===== config.mk =====
export PLATFORM = sky130hd
export DESIGN_NAME = triple_average_balance_regulator_unit_flat
export DESIGN_NICKNAME = d
export VERILOG_FILES = /design/src/rtl/tabr_pkg.sv /design/src/rtl/tabr_in_if.sv /design/src/rtl/tabr_out_if.sv /design/src/rtl/triple_average_balance_regulator_unit.sv /design/src/flat_wrapper.sv
export SDC_FILE = /design/constraint.sdc
export NUM_CORES = 1
export LEC_CHECK = 0
export BUFFER_PORTS_ARGS = -buffer_cell sky130_fd_sc_hd__buf_2
export CAP_MARGIN = 20
export CORE_MARGIN = 4
export CORE_UTILIZATION = 35
export CTS_CLUSTER_DIAMETER = 120
export DETAILED_ROUTE_END_ITERATION = 10
export GPL_TIMING_DRIVEN = 0
export MAX_ROUTING_LAYER = met4
export PLACE_DENSITY_LB_ADDON = 0.3
export SLEW_MARGIN = 20
export SYNTH_ARGS = -nofsm -noshare
export SYNTH_HDL_FRONTEND = slang
export SYNTH_SLANG_ARGS = --single-unit

===== constraint.sdc =====
create_clock -name i_clk -period 9.1 [get_ports i_clk]
set_input_delay 0.455 -clock i_clk [delete_from_list [all_inputs] [get_ports i_clk]]
set_output_delay 0.455 -clock i_clk [all_outputs]
set_load 0.05 [all_outputs]

===== src/rtl/tabr_pkg.sv =====
package tabr_pkg;

    localparam int FRAC_BITS = 15;
    localparam int Q_W       = FRAC_BITS + 1;
    localparam int PROD_W    = 2 * Q_W;
    localparam int NARROW_W  = 14;
    localparam int ONE_INT   = 1 << FRAC_BITS;

    // Decimal constant in hundredths, rounded to the nearest fixed-point value.
    function automatic int cq(input int h);
        return (ONE_INT * h + 50) / 100;
    endfunction

    localparam logic [Q_W-1:0] Q_ONE         = Q_W'(ONE_INT);
    localparam logic [Q_W-1:0] Q_HALF        = Q_W'(ONE_INT / 2);
    localparam logic [Q_W-1:0] BAL_HIGH      = Q_W'(cq(5));
    localparam logic [Q_W-1:0] BAL_LOW       = Q_W'(cq(8));
    localparam logic [Q_W-1:0] STEP_MAX      = Q_W'(cq(2));
    localparam logic [Q_W-1:0] TEMPO_MIN     = Q_W'(cq(70));
    localparam logic [Q_W-1:0] BAL_BOOST_MAX = Q_W'(cq(15));
    localparam logic [Q_W-1:0] SOFT_MAX      = Q_W'(cq(30));
    localparam logic [Q_W-1:0] BOOST_MAX     = Q_W'(cq(35));
    localparam logic [Q_W-1:0] RELIEF_MAX    = Q_W'(cq(40));
    localparam logic [Q_W-1:0] CDELTA_MAX    = Q_W'(cq(20));

    typedef enum logic [1:0] {
        ST_IDLE,
        ST_BUSY,
        ST_FINISH
    } t_state;

    typedef enum logic [2:0] {
        STEP_IMP_OLD,
        STEP_IMP_NEW,
        STEP_OBS_OLD,
        STEP_OBS_NEW,
        STEP_CHO_OLD,
        STEP_CHO_NEW,
        STEP_SOFT,
        STEP_RELIEF
    } t_step;

    typedef enum logic [1:0] {
        CFG_ALPHA  = 2'd0,
        CFG_GAMMA  = 2'd1,
        CFG_ENABLE = 2'd2
    } t_cfg_idx;

    function automatic logic [Q_W-1:0] unit_clamp(input logic [Q_W-1:0] v);
        return (v > Q_ONE) ? Q_ONE : v;
    endfunction

endpackage


===== src/rtl/tabr_in_if.sv =====
interface tabr_in_if;
    logic        valid;
    logic        ready;
    logic [15:0] impulse_sample;
    logic [15:0] observation_sample;
    logic [15:0] choice_sample;

    modport source (
        output valid, impulse_sample, observation_sample, choice_sample,
        input  ready
    );
    modport sink (
        input  valid, impulse_sample, observation_sample, choice_sample,
        output ready
    );
endinterface


===== src/rtl/tabr_out_if.sv =====
interface tabr_out_if;
    logic               valid;
    logic               ready;
    logic        [15:0] tempo_factor;
    logic        [13:0] imp_boost;
    logic signed [13:0] cho_adjust;
    logic        [13:0] obs_relief;

    modport source (
        output valid, tempo_factor, imp_boost, cho_adjust, obs_relief,
        input  ready
    );
    modport sink (
        input  valid, tempo_factor, imp_boost, cho_adjust, obs_relief,
        output ready
    );
endinterface


===== src/rtl/triple_average_balance_regulator_unit.sv =====
// While enabled, an accepted item is worked through eight products on the single
// shared 16x16 multiplier before its result is loaded into the output registers;
// while disabled it goes straight to the output load. A new item is accepted only
// after the previous result has been loaded, and a stalled output holds the unit.
// Reset (synchronous, active low) clears the configuration registers, averages
// and run state; writing enable to 0 clears the averaging and run state as well.
module triple_average_balance_regulator_unit (
    input  logic                            i_clk,
    input  logic                            i_rst_n,
    tabr_in_if.sink                         i_in,
    tabr_out_if.source                      o_out,
    input  logic                            i_cfg_we,
    input  logic [1:0]                      i_cfg_index,
    input  logic [15:0]                     i_cfg_data
);
    import tabr_pkg::*;

    t_state r_state, n_state;
    t_step  r_step;

    logic [Q_W-1:0] r_alpha, r_gamma;
    logic           r_enable;

    logic [Q_W-1:0] r_ia, r_oa, r_ca, r_prev;
    logic           r_prev_valid;
    logic [1:0]     r_run;

    logic [Q_W-1:0] r_imp, r_obs, r_cho;
    logic [Q_W-1:0] r_blend, r_keep, r_g;
    logic           r_phase;
    logic           r_bypass;
    logic [PROD_W-1:0] r_acc;
    logic [Q_W-1:0] r_soft, r_relief;

    logic                       r_out_valid;
    logic [15:0]                r_tempo;
    logic [NARROW_W-1:0]        r_boost;
    logic signed [NARROW_W-1:0] r_cdelta;
    logic [NARROW_W-1:0]        r_relief_out;

    logic w_accept, w_load, w_last;

    // Input side clamping and stability detection.
    logic [Q_W-1:0]   w_imp_c, w_obs_c, w_cho_c, w_alpha_c;
    logic signed [Q_W:0] w_diff;
    logic [Q_W-1:0]   w_step_abs;
    logic [1:0]       w_run_new;

    assign w_imp_c   = unit_clamp(i_in.impulse_sample);
    assign w_obs_c   = unit_clamp(i_in.observation_sample);
    assign w_cho_c   = unit_clamp(i_in.choice_sample);
    assign w_alpha_c = unit_clamp(r_alpha);
    assign w_diff    = $signed({1'b0, w_obs_c}) - $signed({1'b0, r_prev});
    assign w_step_abs = w_diff[Q_W] ? Q_W'(-w_diff) : w_diff[Q_W-1:0];

    always_comb begin
        if (!r_prev_valid || w_step_abs > STEP_MAX) begin
            w_run_new = 2'd0;
        end else if (r_run < 2'd3) begin
            w_run_new = r_run + 2'd1;
        end else begin
            w_run_new = r_run;
        end
    end

    // Shared multiplier and its operand selection.
    logic [Q_W-1:0]    w_opa, w_opb;
    logic [PROD_W-1:0] w_prod, w_sum;
    logic [Q_W-1:0]    w_avg, w_prod_q;

    always_comb begin
        case (r_step)
            STEP_IMP_OLD: begin w_opa = r_keep;  w_opb = r_ia;  end
            STEP_IMP_NEW: begin w_opa = r_blend; w_opb = r_imp; end
            STEP_OBS_OLD: begin w_opa = r_keep;  w_opb = r_oa;  end
            STEP_OBS_NEW: begin w_opa = r_blend; w_opb = r_obs; end
            STEP_CHO_OLD: begin w_opa = r_keep;  w_opb = r_ca;  end
            STEP_CHO_NEW: begin w_opa = r_blend; w_opb = r_cho; end
            STEP_SOFT:    begin w_opa = r_g;     w_opb = Q_HALF + (r_ca >> 1); end
            default:      begin w_opa = r_g;     w_opb = Q_ONE - r_obs; end
        endcase
    end

    assign w_prod   = PROD_W'(w_opa) * PROD_W'(w_opb);
    assign w_sum    = r_acc + w_prod;
    assign w_avg    = w_sum[FRAC_BITS +: Q_W];
    assign w_prod_q = w_prod[FRAC_BITS +: Q_W];
    assign w_last   = (r_step == STEP_RELIEF);

    // Result assembly from the updated averages.
    logic signed [Q_W+1:0] w_bal, w_tempo_s, w_d, w_cd;
    logic [Q_W-1:0]        w_tempo, w_base, w_soft_l, w_boost, w_relief;
    logic [Q_W:0]          w_boost_sum;
    logic [Q_W+1:0]        w_neg;

    always_comb begin
        w_bal     = $signed({2'b00, r_ia}) - $signed({2'b00, r_oa});
        w_tempo   = Q_ONE;
        w_base    = '0;
        w_neg     = '0;
        w_tempo_s = $signed({2'b00, Q_ONE}) - (w_bal >>> 1);
        if (w_bal > $signed({2'b00, BAL_HIGH})) begin
            w_tempo = (w_tempo_s < $signed({2'b00, TEMPO_MIN})) ?
                      TEMPO_MIN : w_tempo_s[Q_W-1:0];
        end else if (w_bal < -$signed({2'b00, BAL_LOW})) begin
            w_neg  = (-w_bal) >> 2;
            w_base = (w_neg > {2'b00, BAL_BOOST_MAX}) ? BAL_BOOST_MAX : w_neg[Q_W-1:0];
        end

        w_soft_l    = (r_soft > SOFT_MAX) ? SOFT_MAX : r_soft;
        w_boost_sum = {1'b0, w_base} + (r_phase ? {1'b0, w_soft_l} : '0);
        w_boost     = (w_boost_sum > {1'b0, BOOST_MAX}) ? BOOST_MAX : w_boost_sum[Q_W-1:0];
        w_relief    = !r_phase ? '0 : ((r_relief > RELIEF_MAX) ? RELIEF_MAX : r_relief);

        // Negative offsets round toward minus infinity, as an arithmetic shift does.
        w_d = $signed({2'b00, r_ca}) - $signed({2'b00, Q_HALF});
        if (w_d < 0) begin
            w_cd = -$signed((-w_d + (Q_W+2)'(3)) >>> 2);
        end else begin
            w_cd = w_d >>> 2;
        end
        if (w_cd > $signed({2'b00, CDELTA_MAX})) begin
            w_cd = $signed({2'b00, CDELTA_MAX});
        end else if (w_cd < -$signed({2'b00, CDELTA_MAX})) begin
            w_cd = -$signed({2'b00, CDELTA_MAX});
        end
    end

    // Sequencer.
    always_comb begin
        n_state = r_state;
        unique case (r_state)
            ST_IDLE: begin
                if (i_in.valid) begin
                    n_state = r_enable ? ST_BUSY : ST_FINISH;
                end
            end
            ST_BUSY: begin
                if (w_last) begin
                    n_state = ST_FINISH;
                end
            end
            ST_FINISH: begin
                if (!r_out_valid || o_out.ready) begin
                    n_state = ST_IDLE;
                end
            end
            default: n_state = ST_IDLE;
        endcase
    end

    always_comb begin
        i_in.ready = (r_state == ST_IDLE) && i_rst_n;
        w_accept   = i_in.valid && (r_state == ST_IDLE);
        w_load     = (r_state == ST_FINISH) && (!r_out_valid || o_out.ready);
    end

    always_ff @(posedge i_clk) begin
        if (!i_rst_n) begin
            r_state <= ST_IDLE;
        end else begin
            r_state <= n_state;
        end
    end

    always_ff @(posedge i_clk) begin
        if (!i_rst_n) begin
            r_step       <= STEP_IMP_OLD;
            r_alpha      <= '0;
            r_gamma      <= '0;
            r_enable     <= 1'b0;
            r_ia         <= '0;
            r_oa         <= '0;
            r_ca         <= '0;
            r_prev       <= '0;
            r_prev_valid <= 1'b0;
            r_run        <= '0;
            r_out_valid  <= 1'b0;
        end else begin
            if (i_cfg_we) begin
                unique case (i_cfg_index)
                    CFG_ALPHA:  r_alpha <= i_cfg_data;
                    CFG_GAMMA:  r_gamma <= i_cfg_data;
                    CFG_ENABLE: begin
                        r_enable <= i_cfg_data[0];
                        if (!i_cfg_data[0]) begin
                            r_ia         <= '0;
                            r_oa         <= '0;
                            r_ca         <= '0;
                            r_prev       <= '0;
                            r_prev_valid <= 1'b0;
                            r_run        <= '0;
                        end
                    end
                    default: ;
                endcase
            end

            if (w_accept) begin
                r_step <= STEP_IMP_OLD;
                if (r_enable) begin
                    r_prev       <= w_obs_c;
                    r_prev_valid <= 1'b1;
                    r_run        <= (w_run_new == 2'd3) ? 2'd1 : w_run_new;
                end
            end else if (r_state == ST_BUSY) begin
                r_step <= t_step'(r_step + 3'd1);
                unique case (r_step)
                    STEP_IMP_NEW: r_ia <= w_avg;
                    STEP_OBS_NEW: r_oa <= w_avg;
                    STEP_CHO_NEW: r_ca <= w_avg;
                    default: ;
                endcase
            end

            if (w_load) begin
                r_out_valid <= 1'b1;
            end else if (o_out.ready) begin
                r_out_valid <= 1'b0;
            end
        end
    end

    // Payload registers.
    always_ff @(posedge i_clk) begin
        if (w_accept) begin
            r_imp    <= w_imp_c;
            r_obs    <= w_obs_c;
            r_cho    <= w_cho_c;
            r_blend  <= (w_alpha_c != '0) ? w_alpha_c : Q_HALF;
            r_keep   <= Q_ONE - ((w_alpha_c != '0) ? w_alpha_c : Q_HALF);
            r_g      <= unit_clamp(r_gamma);
            r_phase  <= (w_run_new == 2'd3);
            r_bypass <= !r_enable;
        end
        if (r_state == ST_BUSY) begin
            case (r_step) inside
                STEP_IMP_OLD, STEP_OBS_OLD, STEP_CHO_OLD: r_acc <= w_prod;
                STEP_SOFT:   r_soft   <= w_prod_q;
                STEP_RELIEF: r_relief <= w_prod_q;
                default: ;
            endcase
        end
        if (w_load) begin
            if (r_bypass) begin
                r_tempo      <= Q_ONE;
                r_boost      <= '0;
                r_cdelta     <= '0;
                r_relief_out <= '0;
            end else begin
                r_tempo      <= w_tempo;
                r_boost      <= w_boost[NARROW_W-1:0];
                r_cdelta     <= w_cd[NARROW_W-1:0];
                r_relief_out <= w_relief[NARROW_W-1:0];
            end
        end
    end

    assign o_out.valid        = r_out_valid;
    assign o_out.tempo_factor = r_tempo;
    assign o_out.imp_boost    = r_boost;
    assign o_out.cho_adjust   = r_cdelta;
    assign o_out.obs_relief   = r_relief_out;

endmodule


===== src/flat_wrapper.sv =====
// flat-port wrapper written by rule: the top's interface ports become plain ports
module triple_average_balance_regulator_unit_flat import tabr_pkg::*;
  (i_clk, i_rst_n, i_cfg_we, i_cfg_index, i_cfg_data, i_in_valid, i_in_impulse_sample, i_in_observation_sample, i_in_choice_sample, i_in_ready, o_out_valid, o_out_tempo_factor, o_out_imp_boost, o_out_cho_adjust, o_out_obs_relief, o_out_ready);
  tabr_in_if i_in_i ();
  tabr_out_if o_out_i ();
  input  logic i_clk;
  input  logic i_rst_n;
  input  logic i_cfg_we;
  input  logic [1:0] i_cfg_index;
  input  logic [15:0] i_cfg_data;
  input wire logic [$bits(i_in_i.valid)-1:0] i_in_valid;
  input wire logic [$bits(i_in_i.impulse_sample)-1:0] i_in_impulse_sample;
  input wire logic [$bits(i_in_i.observation_sample)-1:0] i_in_observation_sample;
  input wire logic [$bits(i_in_i.choice_sample)-1:0] i_in_choice_sample;
  output wire logic [$bits(i_in_i.ready)-1:0] i_in_ready;
  output wire logic [$bits(o_out_i.valid)-1:0] o_out_valid;
  output wire logic [$bits(o_out_i.tempo_factor)-1:0] o_out_tempo_factor;
  output wire logic [$bits(o_out_i.imp_boost)-1:0] o_out_imp_boost;
  output wire logic [$bits(o_out_i.cho_adjust)-1:0] o_out_cho_adjust;
  output wire logic [$bits(o_out_i.obs_relief)-1:0] o_out_obs_relief;
  input wire logic [$bits(o_out_i.ready)-1:0] o_out_ready;
  assign i_in_i.valid = i_in_valid;
  assign i_in_i.impulse_sample = i_in_impulse_sample;
  assign i_in_i.observation_sample = i_in_observation_sample;
  assign i_in_i.choice_sample = i_in_choice_sample;
  assign i_in_ready = i_in_i.ready;
  assign o_out_valid = o_out_i.valid;
  assign o_out_tempo_factor = o_out_i.tempo_factor;
  assign o_out_imp_boost = o_out_i.imp_boost;
  assign o_out_cho_adjust = o_out_i.cho_adjust;
  assign o_out_obs_relief = o_out_i.obs_relief;
  assign o_out_i.ready = o_out_ready;
  triple_average_balance_regulator_unit u_core (.i_clk(i_clk), .i_rst_n(i_rst_n), .i_in(i_in_i), .o_out(o_out_i), .i_cfg_we(i_cfg_we), .i_cfg_index(i_cfg_index), .i_cfg_data(i_cfg_data));
endmodule

# Word level (Yosys, flattened, before mapping)

Index checks and enable logic that the tools add are counted.

Memory bits (writable): 0
Bits in registers: 325
Word-level logic and storage cells: 176
Memories kept: 0
Latch bits: 0
Bits in read-only memories: 0
Input bits: 71
Output and inout bits: 60

Add/subtract/negate cells: 16
Bitwise operators: 5
Shift operators: 0
Equal/unequal tests: 15
Mux-type cells: 60
Reduce and logical (&&, ||, !) cells: 30
Multiply operators: 1
$lt $le $gt $ge: 17
Divide/modulo/power cells: 0

Operators with widths:

| operator                                                                | count |
|---|---|
| 16-bit two-way mux                                                      | 33 |
| 16-bit one-hot mux with 7 select lines                                  | 1 |
| 16-bit > comparator (second input constant)                             | 5 |
| 14-bit two-way mux                                                      | 3 |
| 17-bit negation with 18-bit output                                      | 2 |
| 16-bit by 16-bit subtractor with 17-bit output                          | 2 |
| 16-bit by 14-bit > comparator with 1-bit output (second input constant) | 2 |
| 16-bit one-hot mux with 2 select lines                                  | 1 |
| 16-bit subtractor (first input constant)                                | 2 |
| 31-bit adder                                                            | 1 |
| 16-bit by 16-bit multiplier with 31-bit output                          | 1 |
| 2-bit two-way mux                                                       | 12 |
| 18-bit by 3-bit adder with 18-bit output (second input constant)        | 1 |
| 18-bit by 14-bit > comparator with 1-bit output (second input constant) | 1 |
| 18-bit by 14-bit < comparator with 1-bit output (second input constant) | 1 |
| 18-bit by 16-bit < comparator with 1-bit output (second input constant) | 1 |
| 18-bit two-way mux                                                      | 1 |
| 16-bit negation with 18-bit output                                      | 1 |
| 17-bit by 16-bit subtractor with 18-bit output (first input constant)   | 1 |
| 16-bit by 16-bit adder with 17-bit output                               | 1 |
| 17-bit by 12-bit > comparator with 1-bit output (second input constant) | 1 |
| 17-bit by 14-bit > comparator with 1-bit output (second input constant) | 1 |
| 17-bit by 1-bit < comparator with 1-bit output (second input constant)  | 1 |
| 17-bit by 13-bit < comparator with 1-bit output (second input constant) | 1 |
| 31 further kinds                                                        | 67 |

# Depth between registers and ports, before layout

Gate-level depths: netlist (run 1).

Depth after elaboration: 12
Depth in mapped cells: 45
Mapped depth without buffers: 41

# Least setup slack after synthesis (run 1)

OpenSTA, ideal clock, no wires.

Kind: register to register
Start point: register u_core.r_step[2]
End point: register u_core.r_ca[13]
Path buffers: 5
Data arrival time: 9.672 ns
Stages on the path, launching flop included: 41
Setup slack: -0.632 ns
Setup time: 0.060 ns
Required time: 9.040 ns
Clock period less this slack: 9.732 ns
Path through: dfxtp_1 -> clkinv_1 -> clkbuf_1 -> ha_1 -> clkbuf_1 -> nor4_1 -> clkbuf_1 -> clkbuf_1 -> a21o_1 -> clkbuf_1 -> nand2_1 -> fa_1 -> fa_1 -> fa_1 -> inv_1 -> fa_1 -> fa_1 -> inv_1 -> [5 not listed] -> nand3_1 -> a31oi_1 -> o31a_1 -> or2_2 -> a21o_1 -> a21oi_1 -> xnor2_1 -> ha_1 -> and2_1 -> o21a_1 -> o21ai_0 -> nand2b_1 -> a21oi_1 -> o21ai_1 -> a31o_2 -> or4_1 -> nand3_1 -> a22o_1

Longest elaborated chain between the ends: 8
Elaborated cells between the ends (all ways): 16
Classes of those cells: add/sub: 1; mul: 1; eq/ne: 6; mux: 5; reduce/logical: 3

RTL lines:

| what                                                                   | RTL line                                     | text |
|---|---|---|
| start, declared                                                        | triple_average_balance_regulator_unit.sv:19  | `t_step r_step;` |
| start signal, assigned                                                 | triple_average_balance_regulator_unit.sv:207 | `r_step <= t_step'(r_step + 3'd1);` |
| 3-bit by 1-bit == test with 1-bit output, or another cell as far along | triple_average_balance_regulator_unit.sv:72  | `case (r_step)` |
| 3-bit OR reduction (no source line)                                    | -                                            |  |
| 16-bit one-hot mux with 2 select lines                                 | triple_average_balance_regulator_unit.sv:72  |  |
| 16-bit by 16-bit multiplier with 31-bit output (*)                     | triple_average_balance_regulator_unit.sv:84  | `assign w_prod = PROD_W'(w_opa) * PROD_W'(w_opb);` |
| net u_core.w_prod[20]                                                  | triple_average_balance_regulator_unit.sv:68  | `logic [PROD_W-1:0] w_prod, w_sum;` |
| 31-bit adder (*)                                                       | triple_average_balance_regulator_unit.sv:85  | `assign w_sum = r_acc + w_prod;` |
| 16-bit two-way mux (*)                                                 | triple_average_balance_regulator_unit.sv:208 | `unique case (r_step)` |
| 16-bit two-way mux (*)                                                 | triple_average_balance_regulator_unit.sv:206 | `end else if (r_state == ST_BUSY) begin` |
| 16-bit two-way mux (*)                                                 | triple_average_balance_regulator_unit.sv:199 | `if (w_accept) begin` |
| end signal, assigned                                                   | triple_average_balance_regulator_unit.sv:211 | `STEP_CHO_NEW: r_ca <= w_avg;` |
| end, declared                                                          | triple_average_balance_regulator_unit.sv:24  | `logic [Q_W-1:0] r_ia, r_oa, r_ca, r_prev;` |

Mark *: on every way through the listed nets, which the timed path passes. The rest lies on a longest branch.
A chain may end at the register's enable or synchronous reset.

# Worst setup path in the final report (run 1)

Start point: register u_core.r_step[1]
End point: register u_core.r_ia[13]

Longest elaborated chain between the ends: 8
Elaborated cells between the ends (all ways): 16
Classes of those cells: add/sub: 1; mul: 1; eq/ne: 6; mux: 5; reduce/logical: 3

RTL lines:

| what                                                                   | RTL line                                     | text |
|---|---|---|
| 3-bit by 1-bit == test with 1-bit output, or another cell as far along | triple_average_balance_regulator_unit.sv:72  |  |
| 3-bit OR reduction (no source line)                                    | -                                            |  |
| 16-bit one-hot mux with 2 select lines                                 | triple_average_balance_regulator_unit.sv:72  |  |
| 16-bit by 16-bit multiplier with 31-bit output (*)                     | triple_average_balance_regulator_unit.sv:84  |  |
| net u_core.w_prod[20]                                                  | triple_average_balance_regulator_unit.sv:68  |  |
| 31-bit adder (*)                                                       | triple_average_balance_regulator_unit.sv:85  |  |
| 16-bit two-way mux (*)                                                 | triple_average_balance_regulator_unit.sv:208 |  |
| 16-bit two-way mux (*)                                                 | triple_average_balance_regulator_unit.sv:206 |  |
| 16-bit two-way mux (*)                                                 | triple_average_balance_regulator_unit.sv:199 |  |
| end signal, assigned                                                   | triple_average_balance_regulator_unit.sv:209 | `STEP_IMP_NEW: r_ia <= w_avg;` |
| end, declared                                                          | triple_average_balance_regulator_unit.sv:24  |  |

Marked as above.

==> results by group, run 1 <==
Status
  – Outcome: complete, but fails checks
  – Failing checks: negative setup slack

Timing
  – Hold Vio Cnt, Final: 0
  – RSZ-0062 raised after global routing: true
  – PnR worst setup slack: -0.246 ns
  – Minimum clock period: 9.35 ns
  – Worst slew pin tran: 0.972 ns
  – Fin Hold WS: 0.0875 ns
  – Clock skew: between 0.02 and 0.025 ns
  – Slew margin rel.: 0.347
  – Final setup fails: 19
  – Max frequency: around 110 MHz
  – Tcrit/Tclk final: 1.03
  – Max-slew violations: 0

Logic synthesis
  – Ranking of synthesized cells by area: edfxtp_1 (24%), fa_1 (14%), ha_1 (8.8%)
  – Post-synth EDFFs: 218
  – Yosys cell types: between 90 and 100
  – Sequential share of the synthesized area: 0.312
  – Post-synthesis cell count: 3008
  – Yosys Warn Count: 0
  – Asr flop ratio synth: 0
  – Mean post-synth cell area: around 9 um^2
  – Most frequent cells after synthesis: inv_1 (336), nand2_1 (317), nor2_1 (265), edfxtp_1 (218)
  – Post-synth top flop: edfxtp_1
  – Count leader, synth: inv_1
  – Post-Syn Area: approximately 28000 um^2
  – #FFs+latches synth: 324
  – Yosys top cell by area: edfxtp_1
  – Post-synth top area share: 0.235

Floorplan
  – DIE WIDTH: 290 um
  – I/O pins: 131
  – Core area: 78900 um^2
  – Die ar.: 84000 um^2
  – Die height: slightly below 300 um
  – Initial core utilization: 0.353
  – # rows: 103

Place
  – Port buffer count: 127
  – Routability Congestion: 0.965
  – HPWL after DPL: 64.2 mm
  – Inst Count DP: 4201

Global route
  – Number of global-route vias before repair: 22500
  – Initial antenna violation count: 0
  – Largest net degree at the start of global routing: just over 60
  – GRT Util Overall: 0.197
  – Global-route wire length before repair: around 130 mm
  – GRT overflow: 0

Route
  – Post-route ant nets: 0
  – Routed vias: roughly 23000
  – DRT iter0 DRCs: 2117
  – Post-route DRC: 0
  – Detailed Route WL: 84.1 mm
  – Drt pass-1 iters: 7
  – Post-DR vias/cell: 5.30
  – WL per Instance: 19.1 um

Worst setup path
  – Crit path DAT: between 9 and 10 ns
  – Worst setup path startpoint: u_core.r_step[1]$_SDFFE_PP0P_
  – Most common cell on crit path: fa_1
  – Data required, critical path: 9.59 ns
  – Max FO, Critical Path: 5
  – Worst Reg-to-Reg Cells: 43
  – CP peak stage delay: 0.57 ns
  – CP max-delay cell: or4_4
  – Critical path endpoint: u_core.r_ia[13]$_SDFF_PN0_
  – FF-to-FF setup slack: -0.25 ns
  – Setup CP Type: reg -> reg
  – Startpoint Class: flip-flop
  – Reg-to-reg endpoint: u_core.r_ia[13]$_SDFF_PN0_
  – Reg-to-reg startpoint: u_core.r_step[1]$_SDFFE_PP0P_
  – Worst setup EP type: flip-flop

CTS
  – Worst-Skew Late Latency: around 0.55 ns
  – Hold-fix buffers, CTS: 0
  – CTS Sinks: 324
  – Clock slew at reported path FFs: 0.06 ns
  – Clock Tree Buf Depth: 3
  – Max H-tree Level: 2
  – CTS root buf: clkbuf_16
  – TritonCTS clock tree: done
  – CTS buffer count: 37

Cells and area
  – Ant. Diodes: 0
  – Layout cells sized above 1: 0.202
  – Area grow syn2layout: 22.6%
  – Fin cells: 4409
  – Filler Cells Inserted: roughly 7600
  – Final #Nets: 3795

Power
  – Pwr per Cell Area: between 100 and 150 nW/um^2
  – Maximum VDD drop: about 0.00011 V
  – LEAKAGE: 14.5 nW

Run
  – Maximum capacitance violations: 0

Worst hold path
  – Hold Crit Class: in -> reg
==> cell type report <==
cell class | count | area, um^2 | share of cell area
multi-input cells | 2235 | 19000 | 0.556
flip-flops and latches | 324 | 8680 | 0.255
repair buffers | 292 | 2010 | 0.0589
well taps | 1050 | 1310 | 0.0385
inverters | 338 | 1290 | 0.0377
clock buffers | 50 | 1040 | 0.0304
plain buffers | 104 | 643 | 0.0189
clock inverters | 16 | 169 | 0.00495
==> worst min-delay path by stage <==
stage / from / endpoint / cells past startpoint
4_1_cts: i_in_choice_sample[15] / u_core.r_cho[15]$_SDFFCE_PN1P_ / 1
2_1_floorplan: u_core.r_alpha[14]$_SDFFE_PN0P_ / u_core.r_alpha[14]$_SDFFE_PN0P_ / 2
3_3_place_gp: u_core.r_oa[10]$_SDFF_PN0_ / u_core.r_oa[10]$_SDFF_PN0_ / 1
6_report: i_in_choice_sample[15] / u_core.r_cho[15]$_SDFFCE_PN1P_ / 1
3_5_place_dp: u_core.r_gamma[1]$_SDFFE_PN0P_ / u_core.r_gamma[1]$_SDFFE_PN0P_ / 2
5_1_grt: i_in_impulse_sample[15] / u_core.r_imp[15]$_SDFFCE_PN1P_ / 1
==> cells by family after synthesis <==
kind of cell,share of synthesized area
adder cells (fa/ha/maj),0.229
buffers and inverters,0.0612
AO/OA/AOI/OAI,0.163
flip-flops,0.312
multiplexers,0.00842
XOR/XNOR,0.0461
other,0.000135
AND/OR/NAND/NOR,0.180
==> cells in the final DEF (no fill, tap or decap), types with 16 or more instances in the layout <==
cell / n
a211oi_1: 22
a21boi_0: 42
a21o_1: 41
a21oi_1: 83
a21oi_2: 25
a222oi_1: 23
a22o_1: 32
a22oi_1: 41
and2_1: 36
and3_1: 29
buf_2: 133
buf_4: 147
clkbuf_1: 70
clkbuf_16: 41
dfxtp_1: 103
edfxtp_1: 218
fa_1: 188
ha_1: 167
ha_4: 24
inv_1: 312
inv_2: 22
nand2_1: 310
nand2b_1: 17
nand3_1: 57
nor2_1: 242
nor2b_1: 103
nor3_1: 55
nor4_1: 35
o211ai_1: 16
o21a_1: 24
o21ai_0: 70
xnor2_1: 80
xor2_1: 39
==> flip-flops by register name (all words and copies together) (netlist names), 2 cells and up <==
signal                     flops
u_core.o_out.cho_adjust       14
u_core.o_out.imp_boost        14
u_core.o_out.obs_relief       14
u_core.o_out.tempo_factor     16
u_core.r_acc                  31
u_core.r_alpha                16
u_core.r_blend                15
u_core.r_ca                   16
u_core.r_cho                  16
u_core.r_g                    16
u_core.r_gamma                16
u_core.r_ia                   16
u_core.r_imp                  16
u_core.r_keep                 16
u_core.r_oa                   16
u_core.r_obs                  16
u_core.r_prev                 16
u_core.r_relief               16
u_core.r_run                   2
u_core.r_soft                 16
u_core.r_state                 2
u_core.r_step                  3
==> metrics by stage <==
stage	util	power [W]	instance area (um^2)	TNS (ns)	setup slack, ns
6_report	0.432	0.00387	34100	-1.90	-0.246
3_5_place_dp	0.382	0.00228	30200	-56.23	-1.69
5_1_grt	0.432	0.00404	34100	-7.27	-0.440
4_1_cts	0.419	0.00385	33000	0	0.000590
3_3_place_gp	0.380	0.00228	30000	-54.62	-1.69
2_1_floorplan	-	0.00208	28000	0	0.00273
==> worst max-delay path, delay by kind of cell, from the launching register on <==
family,cells,cell delay (ns)
fa+ha+maj,9,3.56
simple gates,12,2.38
compound gates,12,1.87
buf+inv,9,0.88
flops,1,0.41
xor+xnor,1,0.19
==> routing by layer <==
| layer | vias to the layer above | wire length (um) | GRT usage |
|---|---|---|---|
| li1 | 11200 | - | - |
| met1 | 11300 | 37300 | 0.264 |
| met2 | 770 | 38800 | 0.315 |
| met3 | 170 | 5190 | 0.0259 |
| met4 | 0 | 2830 | 0.0578 |
| met5 | - | 0 | - |
==> what timing repair did <==
action                                  in CTS  in global routing
cloned                                       1                  1
hold endpoints to repair                     0                  0
pin swaps                                  106                115
setup buffers                               87                 66
endpoints found under the setup margin      57                 40
resized for setup                          238                149
==> where the power goes <==
part	leakage, nW	internal, W	switching, W
logic	11.0	0.000265	0.000449
clock network	0.593	0.000887	0.000609
registers	2.96	0.00163	0.0000302
total	14.5	0.00279	0.00109
Power figures use the tool's default switching activity.
==> run 2: changes to the inputs <==
BUFFER_PORTS_ARGS = not set   (was -buffer_cell sky130_fd_sc_hd__buf_2)
DONT_BUFFER_PORTS = 1   (was not set)
==> results by group, run 2 (same netlist as run 1, synthesis figures left out) <==
Status
  – Outcome: complete, but fails checks
  – Failing checks: negative setup slack

Route
  – Post-route DRC: 0 (unchanged)
  – DRT iter0 DRCs: 1904 (-10%)
  – Post-route ant nets: 0 (unchanged)
  – Routed vias: 22800 (-2.5%)
  – Detailed Route WL: 84.1 mm (about the same)
  – Drt pass-1 iters: 8 (+1)
  – Post-DR vias/cell: 5.36 (+1.2%)
  – WL per Instance: 19.8 um (+3.7%)

Place
  – Port buffer count: 0 (-100%)
  – Inst Count DP: 4074 (-3.0%)
  – HPWL after DPL: 64.5 mm (+0.39%)
  – Routability Congestion: 0.968 (+0.27%)

Global route
  – Number of global-route vias before repair: 22300 (-0.60%)
  – Largest net degree at the start of global routing: 62 (unchanged)
  – GRT Util Overall: 0.200 (+0.00227)
  – Global-route wire length before repair: 130 mm (+0.63%)
  – GRT overflow: 0 (unchanged)
  – Initial antenna violation count: 0 (unchanged)

Floorplan
  – # rows: 103 (unchanged)
  – Core area: 78900 um^2 (unchanged)
  – I/O pins: 131 (unchanged)
  – DIE WIDTH: 290 um (unchanged)
  – Initial core utilization: 0.353 (unchanged)
  – Die height: 290 um (unchanged)
  – Die ar.: 84000 um^2 (unchanged)

Cells and area
  – Commonest cells after routing, fill and taps aside: inv_1 (322), nand2_1 (315), nor2_1 (238)
  – Final core occ: 0.419 (-0.0131)
  – Final #Nets: 3635 (-4.2%)
  – Ant. Diodes: 0 (unchanged)
  – Max reg flops: 31 (unchanged)
  – Area grow syn2layout: 18.9%
  – Commonest non-fill, non-tap cell in the layout: inv_1
  – Layout cells sized above 1: 0.154 (-0.0475)
  – Fin cells: 4250 (-3.6%)
  – Filler Cells Inserted: 7755 (+1.4%)
  – Most flop-heavy register: u_core.r_acc

CTS
  – CTS root buf: clkbuf_16
  – CTS buffer count: 36 (-2.7%)
  – Hold-fix buffers, CTS: 0 (unchanged)
  – Clock slew at reported path FFs: 0.06 ns (about the same)
  – Max H-tree Level: 2 (unchanged)
  – TritonCTS clock tree: done
  – Clock Tree Buf Depth: 3 (unchanged)
  – Worst-Skew Late Latency: 0.56 ns (about the same)
  – CTS Sinks: 324 (unchanged)

Timing
  – Max frequency: 108 MHz (+1.2%)
  – Minimum clock period: 9.23 ns (-0.112 ns)
  – Fin Setup TNS: -0.847 ns (+1.06 ns)
  – Hold Vio Cnt, Final: 0 (unchanged)
  – PnR worst setup slack: -0.134 ns (+0.112 ns)
  – Max-slew violations: 0 (unchanged)
  – Clock skew: 0.0293 ns (+0.00718 ns)
  – Worst slew pin tran: 0.901 ns (-0.0708 ns)
  – Tcrit/Tclk final: 1.01 (-0.0123)
  – Slew margin rel.: 0.399 (+0.0518)
  – Final setup fails: 12 (-7)
  – RSZ-0062 raised after global routing: true

Worst setup path
  – Max FO, Critical Path: 5 (unchanged)
  – Crit path DAT: 9.74 ns (-0.09 ns)
  – Setup CP Type: reg -> reg
  – Reg-to-reg startpoint: u_core.r_step[1]$_SDFFE_PP0P_
  – CP max-delay cell: or4_4
  – Worst Reg-to-Reg Cells: 40 (-7.0%)
  – FF-to-FF setup slack: -0.13 ns (+0.11 ns)
  – Startpoint Class: flip-flop
  – CP peak stage delay: 0.59 ns (+0.02 ns)
  – Reg-to-reg endpoint: u_core.r_oa[13]$_SDFF_PN0_
  – Data required, critical path: 9.60 ns (about the same)
  – Worst setup EP type: flip-flop
  – Crit-path leading delay family: adder cells
  – WP buf/inv: 8 (-1)

Worst hold path
  – WHS Endpoint: u_core.r_gamma[2]$_SDFFE_PN0P_
  – Hold Crit Class: in -> reg
  – Hold Path Cell Cnt: 2 (+1)
  – Hold path start: i_cfg_data[2]

Power
  – LEAKAGE: 13.9 nW (-4.6%)
  – Maximum VDD drop: 0.000121 V (+9.8%)
  – Pwr per Cell Area: 116 nW/um^2 (+2.3%)

Run
  – Maximum capacitance violations: 0 (unchanged)
run 2: cell types whose count changed in the layout (fill, tap and decap cells not counted), moves of 5 or more:
| cell | before | now |
|---|---|---|
| inv_1 | 312 | 322 |
| nand2_1 | 310 | 315 |
| buf_2 | 133 | 7 |
| nand2_2 | 7 | 2 |
| inv_2 | 22 | 12 |
| buf_4 | 147 | 122 |
| ha_1 | 167 | 172 |
| buf_6 | 10 | 4 |
| nor2b_2 | 0 | 5 |
run 2: layout make-up:
type                            instances  area (um^2)  area share
Buffer                                103          639      0.0193
Clock buffer                           44         1000      0.0303
Clock inverter                         22          223     0.00673
Inverter                              338         1290      0.0389
Multi-Input combinational cell       2235        18800       0.569
Sequential cell                       324         8680       0.262
Tap cell                             1050         1310      0.0397
Timing Repair Buffer                  134         1100      0.0333
run 2: worst reg2reg max path, delay by kind of cell, from the launching register on:
family,cells,cell delay [ns]
xor+xnor,1,0.19
buf+inv,8,0.73
fa+ha+maj,9,3.62
compound gates,12,2.11
flops,1,0.40
simple gates,10,2.14
run 2: how the worst max path moves through the flow:
stage	startpoint	to	slack, ns	cells past startpoint
final	u_core.r_step[1]$_SDFFE_PP0P_	u_core.r_oa[13]$_SDFF_PN0_	-0.13	40
after global routing	u_core.r_obs[1]$_DFFE_PP_	u_core.r_oa[15]$_SDFF_PN0_	-0.37	36
after CTS	u_core.r_step[1]$_SDFFE_PP0P_	u_core.r_oa[13]$_SDFF_PN0_	-0.07	41
after detailed placement	u_core.r_obs[1]$_DFFE_PP_	u_core.r_oa[15]$_SDFF_PN0_	-1.77	35
after global placement	u_core.r_step[0]$_SDFFE_PP0P_	u_core.r_oa[15]$_SDFF_PN0_	-1.78	32
after floorplan	u_core.r_step[2]$_SDFFE_PP0P_	u_core.r_ca[13]$_SDFF_PN0_	0.003	43
run 2: what timing repair did:
item | 4_1_cts | 5_1_grt
gates cloned | 1 | 0
pin swaps | 86 | 88
resized for setup | 210 | 129
setup endpoints to repair | 60 | 42
buffers inserted | 88 | 34
run 2: power breakdown:
part,total [W],leakage (nW),switching [W],internal (W)
Combinational,0.000614,10.3,0.000388,0.000226
Clock,0.00153,0.604,0.000625,0.000904
Sequential,0.00170,2.96,0.0000681,0.00163
run 2: stage by stage:
stage / hold WS (ns) / setup WS [ns] / total power (W) / instance area, um^2
after floorplan: 0.443 / 0.00273 / 0.00208 / 28000
after global placement: 0.462 / -1.78 / 0.00225 / 29300
after detailed placement: 0.472 / -1.77 / 0.00226 / 29500
after CTS: 0.0155 / -0.0715 / 0.00384 / 32300
after global routing: 0.0342 / -0.372 / 0.00400 / 33100
final: 0.0441 / -0.134 / 0.00385 / 33100
run 2: routing by layer:
layer  vias up  share of wire  global-route usage
met5         -              0                   -
li1      10800              -                   -
met3       173          0.065              0.0317
met2       793           0.46               0.315
met1     11000           0.44               0.265
met4         0          0.033              0.0625
